$ cat src/design/kls_pkg.sv
package kls_pkg;

  localparam int MAX_RANK    = 64;
  localparam int VALUE_WIDTH = 32;
  localparam int RANK_W      = 7;
  localparam int IDX_W       = (MAX_RANK > 1) ? $clog2(MAX_RANK) : 1;

  // control states
  localparam logic ST_RUN     = 1'b0;
  localparam logic ST_EXTRACT = 1'b1;

  // per-cycle command broadcast to every cell
  typedef struct packed {
    logic ins;    // insert the broadcast key in place
    logic shift;  // move every entry one place toward the head
    logic clear;  // drop all entries
  } cell_ctl_t;

  typedef logic [VALUE_WIDTH-1:0] key_t;

  // order key: sign flipped so unsigned compare matches signed order
  function automatic key_t to_key(input logic [VALUE_WIDTH-1:0] v);
    return {~v[VALUE_WIDTH-1], v[VALUE_WIDTH-2:0]};
  endfunction

endpackage

$ cat src/design/kls_cell.sv
module kls_cell (
  input  logic               clk,
  input  logic               rst,
  input  kls_pkg::cell_ctl_t ctl,
  input  kls_pkg::key_t      key_in,
  input  kls_pkg::key_t      prev_key,
  input  logic               prev_vld,
  input  logic               prev_gt,
  input  kls_pkg::key_t      next_key,
  input  logic               next_vld,
  output kls_pkg::key_t      key,
  output logic               vld,
  output logic               gt
);

  // new key belongs at or above this entry
  assign gt = !vld || (key_in > key);

  always_ff @(posedge clk) begin
    if (rst) begin
      vld <= 1'b0;
    end else if (ctl.clear) begin
      vld <= 1'b0;
    end else if (ctl.shift) begin
      vld <= next_vld;
    end else if (ctl.ins && gt) begin
      vld <= prev_gt ? prev_vld : 1'b1;
    end
  end

  always_ff @(posedge clk) begin
    if (ctl.shift) begin
      key <= next_key;
    end else if (ctl.ins && gt) begin
      key <= prev_gt ? prev_key : key_in;
    end
  end

endmodule

$ cat config.mk
export PLATFORM = sky130hd
export DESIGN_NAME = kls_cell
export DESIGN_NICKNAME = d
export VERILOG_FILES = /design/src/design/kls_pkg.sv /design/src/design/kls_cell.sv
export SDC_FILE = /design/constraint.sdc
export NUM_CORES = 1
export LEC_CHECK = 0
export ABC_AREA = 1
export ABC_CLOCK_PERIOD_IN_PS = 2100
export BUFFER_PORTS_ARGS = -buffer_cell sky130_fd_sc_hd__buf_2
export CAP_MARGIN = 30
export CELL_PAD_IN_SITES_DETAIL_PLACEMENT = 0
export CELL_PAD_IN_SITES_GLOBAL_PLACEMENT = 1
export CORE_AREA = 4 4 106 98
export DETAILED_ROUTE_END_ITERATION = 10
export DIE_AREA = 0 0 110 102
export PLACE_DENSITY = 0.79
export SYNTH_ARGS = -nofsm -noshare
export SYNTH_HDL_FRONTEND = slang
export SYNTH_SLANG_ARGS = --single-unit
export TNS_END_PERCENT = 50
$ cat constraint.sdc
create_clock -name clk -period 2.1 [get_ports clk]
set_clock_uncertainty 0.1 [all_clocks]
set_input_delay 0.42 -clock clk [delete_from_list [all_inputs] [get_ports clk]]
set_output_delay 0.42 -clock clk [all_outputs]
set_load 0.005 [all_outputs]
# Yosys cells after proc, flatten, opt, wreduce, memory -nomap -nowiden
# Cells that the tools add are included.
[classes]
order_cmp = 1
reduce_logical = 5
mux = 6
[op_table]
columns = ["operator", "n"]
rows = [
  ["$mux 32", 3],
  ["$gt 32x32->1", 1],
  ["$mux 1", 3],
  ["$reduce_bool 2->1", 1],
  ["$reduce_or 2->1", 1],
  ["$logic_and 1x1->1", 1],
  ["$logic_not 1->1", 1],
  ["$logic_or 1x1->1", 1],
]
[word_totals]
elab_cells = 14
inputBits = 104
ff_bits = 33

# Depth between registers and ports, before layout
[logic_depth]
word_depth = 5
ltp_mapped = 18
ltp_nobuf = 18

# Worst setup path after synthesis
# OpenSTA, ideal clock, no wires.
[synth_timing]
kind = "input-to-reg"
from = "in key_in[23]"
to = "reg key[0] (enable)"
n_path_buf = 0
setup_time_ns = 0.375
setup_slack_ns = -0.183
arrival_time_ns = 1.807
path_stages = 11
required_time_ns = 1.625
path_cell_list = "ha_1 nand2_2 nor2_4 nand2_1 nor3b_2 nand2_1 nand2_1 nand2_1 nand2_2 nand2_2 nand2_2"
[synth_via]
elab_chain_cells = 4
[synth_rtl]
columns = ["item", "line_no", "source"]
rows = [
  ["start, declared", "kls_cell.sv:5", "input kls_pkg::key_t key_in,"],
  ["$gt 32x32->1", "kls_cell.sv:17", "assign gt = !vld || (key_in > key);"],
  ["$logic_or 1x1->1", "kls_cell.sv:17", ""],
  ["via gt", "kls_cell.sv:13", "output logic gt"],
  ["$logic_and 1x1->1", "kls_cell.sv:34", "end else if (ctl.ins && gt) begin"],
  ["$reduce_bool 2->1 (no line)", "--", ""],
  ["end signal, assigned", "kls_cell.sv:33", "key <= next_key;"],
  ["end signal, assigned", "kls_cell.sv:35", "key <= prev_gt ? prev_key : key_in;"],
  ["end, declared", "kls_cell.sv:11", "output kls_pkg::key_t key,"],
]
# The timed path passes the listed nets, and every way through them passes these cells.
# A chain may end at the register's enable or synchronous reset.

# Worst setup path after layout
[layout_timing]
from = "reg key[5]"
to = "out gt"
[layout_via]
elab_chain_cells = 2
[layout_rtl]
columns = ["item", "line_no"]
rows = [
  ["$gt 32x32->1", "kls_cell.sv:17"],
  ["$logic_or 1x1->1", "kls_cell.sv:17"],
  ["end, declared", "kls_cell.sv:13"],
]
# No other way between the ends.

==> summary.md <==
| Metric | Value |
|---|---|
| Max Slew Vio Count | `0` |
| Placed Cells | `605` |
| Die area | `11200 um2` |
| Worst slew pin tran | `384 ps` |
| Area Growth Syn to Fin | `59.3%` |
| Total wire length | `8.47 mm` |
| Number of global-route vias before repair | `2740` |
| Post-Syn Nets | `472` |
| Internal Power | `0.00141 W` |
| CTS Buffer Depth | `2` |
| Ys Warns | `0` |
| P_sw | `0.000641 W` |
| Rows | `34` |
| Syn_area_per_cell | `7.64 um2` |
| Remaining global-route overflow | `0` |
| Max-Cap Viols | `0` |
| Antenna violations before repair | `1` |
| Clk pwr share | `0.219` |
| Failing checks | `negative setup slack` |
| DR DRC count | `0` |
| Routed Antenna Nets | `0` |
| Post-Layout Cell Count | `629` |
| Flop and latch count out of synthesis | `33` |
| GRT Util Overall | `0.145` |
| Distinct cells, synth | `24` |
| Fmax | `0.439 GHz` |
| PwrDens | `502 nW/um2` |
| Chip Height | `102 um` |
| Worst skew pair latency | `280 ps` |
| Layout cells sized above 1 | `0.482` |
| IO Count | `138` |
| Nets | `638` |
| Initial core utilization | `0.273` |
| Cells after Synth | `336` |
| H-tree depth | `2` |
| DR iter-0 viols | `118` |
| Post-DP HPWL | `6.41 mm` |
| Seq/Total Area, Yosys | `0.382` |
| Clock sink count | `33` |
| Leak | `2.01 nW` |
| Largest net degree at the start of global routing | `34` |
| Flop pwr share | `0.408` |
| First-pass GRT wire length | `12.8 mm` |
| CORE AREA | `9400 um2` |
| Tcrit/Tclk final | `1.08` |
| Die W | `110 um` |
| RSZ-0062 raised after global routing | `yes` |
| CTS buffer count | `5` |
| Post-route minimum period | `2280 ps` |
| Final setup fails | `34` |
| Via density | `4.44` |
| Worst hold slack | `309 ps` |
| Worst Slack Setup Final | `-177 ps` |
| CP startpoint kind | `flip-flop` |
| CP required | `1580 ps` |
| Gate power share | `0.373` |
| Largest fanout on the critical path | `2` |
| Root Driver | `clkbuf_8` |
| Vias | `2792` |
| Hold buffers post-CTS | `0` |
| CTS tree | `done` |
| Net Sw Frac | `0.313` |
| Initial DRT Pass Iterations | `4` |
| Routability cong. | `0.775` |
| Tightest Hold Check Type | `input port to flip-flop` |
| Port Buffers | `137` |
| CP arrival | `1760 ps` |
| Synthesized area | `2570 um2` |
| Relative max-transition margin | `0.744` |
| Routed wire per std cell | `13.5 um` |
| Worst IR drop on VDD | `0.192 mV` |
| Worst Setup End Kind | `primary output` |
| Final Hold Viols | `0` |
| Status | `complete, but fails checks` |
| Crit path kind | `flip-flop to primary output` |
| Clk slew on worst S/H paths | `70 ps` |
[per-layer routing]
layer,routed length (um),GRT usage,vias up
met1,3620,0.188,1235
met4,94,0.0297,0
met2,4050,0.250,107
li1,-,-,1443
met3,713,0.0322,7
met5,0,0,-
[power groups by stage]
stage / logic, W / clock network (W) / registers [W]
2_1_floorplan: 0.000303 / 0 / 0.000852
3_3_place_gp: 0.000590 / 0 / 0.000848
3_5_place_dp: 0.000601 / 0 / 0.000849
4_1_cts: 0.000661 / 0.000472 / 0.000833
5_1_grt: 0.000868 / 0.000493 / 0.000844
6_report: 0.000765 / 0.000450 / 0.000837
[registers in the layout (all words and copies together) (netlist names)]
| register | cells |
|---|---|
| key | 32 |
| vld | 1 |
[kinds of logic after synthesis]
logic type | Yosys count | share of synthesized area
AOI/OAI and AO/OA | 83 | 0.166
buffers and inverters | 59 | 0.0911
and+or+nand+nor | 129 | 0.205
DFF | 33 | 0.382
adders and majority gates | 32 | 0.156
[per-stage QoR]
step	setup slack [ps]	instance area, um2	total power, W	setup TNS [ps]	util
after floorplan	2.15	2570	0.00115	0	-
final	-177	4090	0.00205	-3260	0.435
after CTS	-216	3770	0.00197	-3180	0.401
after global placement	-151	3530	0.00144	-4910	0.376
after detailed placement	-169	3530	0.00145	-5460	0.376
after global routing	-327	4090	0.00221	-8390	0.435
[timing repair]
item | CTS | global route
resized for setup | 13 | 43
setup buffers | 10 | 3
pin swaps | 10 | 12
endpoints found under the hold margin | 0 | 0
cloned | 1 | 2
endpoints found under the setup margin | 33 | 34
[placed cells by master (no fill, tap or decap), types with 9 or more instances in the layout]
| cell type | n |
|---|---|
| buf_2 | 136 |
| a21oi_1 | 69 |
| nand2_1 | 63 |
| nor2_1 | 40 |
| edfxtp_1 | 32 |
| buf_4 | 31 |
| inv_1 | 27 |
| ha_4 | 17 |
| inv_2 | 15 |
| ha_1 | 15 |
| nand2_2 | 11 |
| a21oi_2 | 9 |
[critical path, stage by stage (launching register included)]
cell and delay [ps]:
edfxtp_1 410, inv_2 90, ha_4 200, a21oi_2 120, nor2_1 50, nor2_2 100, nand2_2 60, nand2_1 50
nand2_1 60, nand2_1 60, nand2_1 50, nand2_1 60, nand2_2 50, buf_6 110
[Yosys cell counts, drive strengths merged]
library cell  number  share of area
a21o               2         0.0058
a21oi             78           0.15
buf                1         0.0044
clkbuf            13          0.019
clkinv             3         0.0063
dfxtp              1         0.0078
edfxtp            32           0.37
ha                32           0.16
inv               42          0.061
nand2             76           0.12
nand3              2         0.0039
nand4              2         0.0049
nor2              47          0.073
nor3b              1         0.0049
o21a               1         0.0029
o21ai              2         0.0039
or3                1         0.0024
[worst paths after layout]
kind                            slack (ps)       to    start  cells after the start
worst max register to register        -120  key[30]  key[25]                     14
worst max-delay path                  -180       gt   key[5]                     13
worst min-delay path                   310      vld      rst                      4
worst min register to register         560      vld      vld                      3
[area by class of cell]
class / count / area (um2)
Fill cell: 957 / 5310
Multi-Input combinational cell: 244 / 1660
Timing Repair Buffer: 173 / 1040
Sequential cell: 33 / 981
Inverter: 45 / 174
Tap cell: 126 / 158
Clock buffer: 6 / 72.6
Clock inverter: 1 / 3.75
Antenna cell: 1 / 2.50
Power figures use the tool's default switching activity.
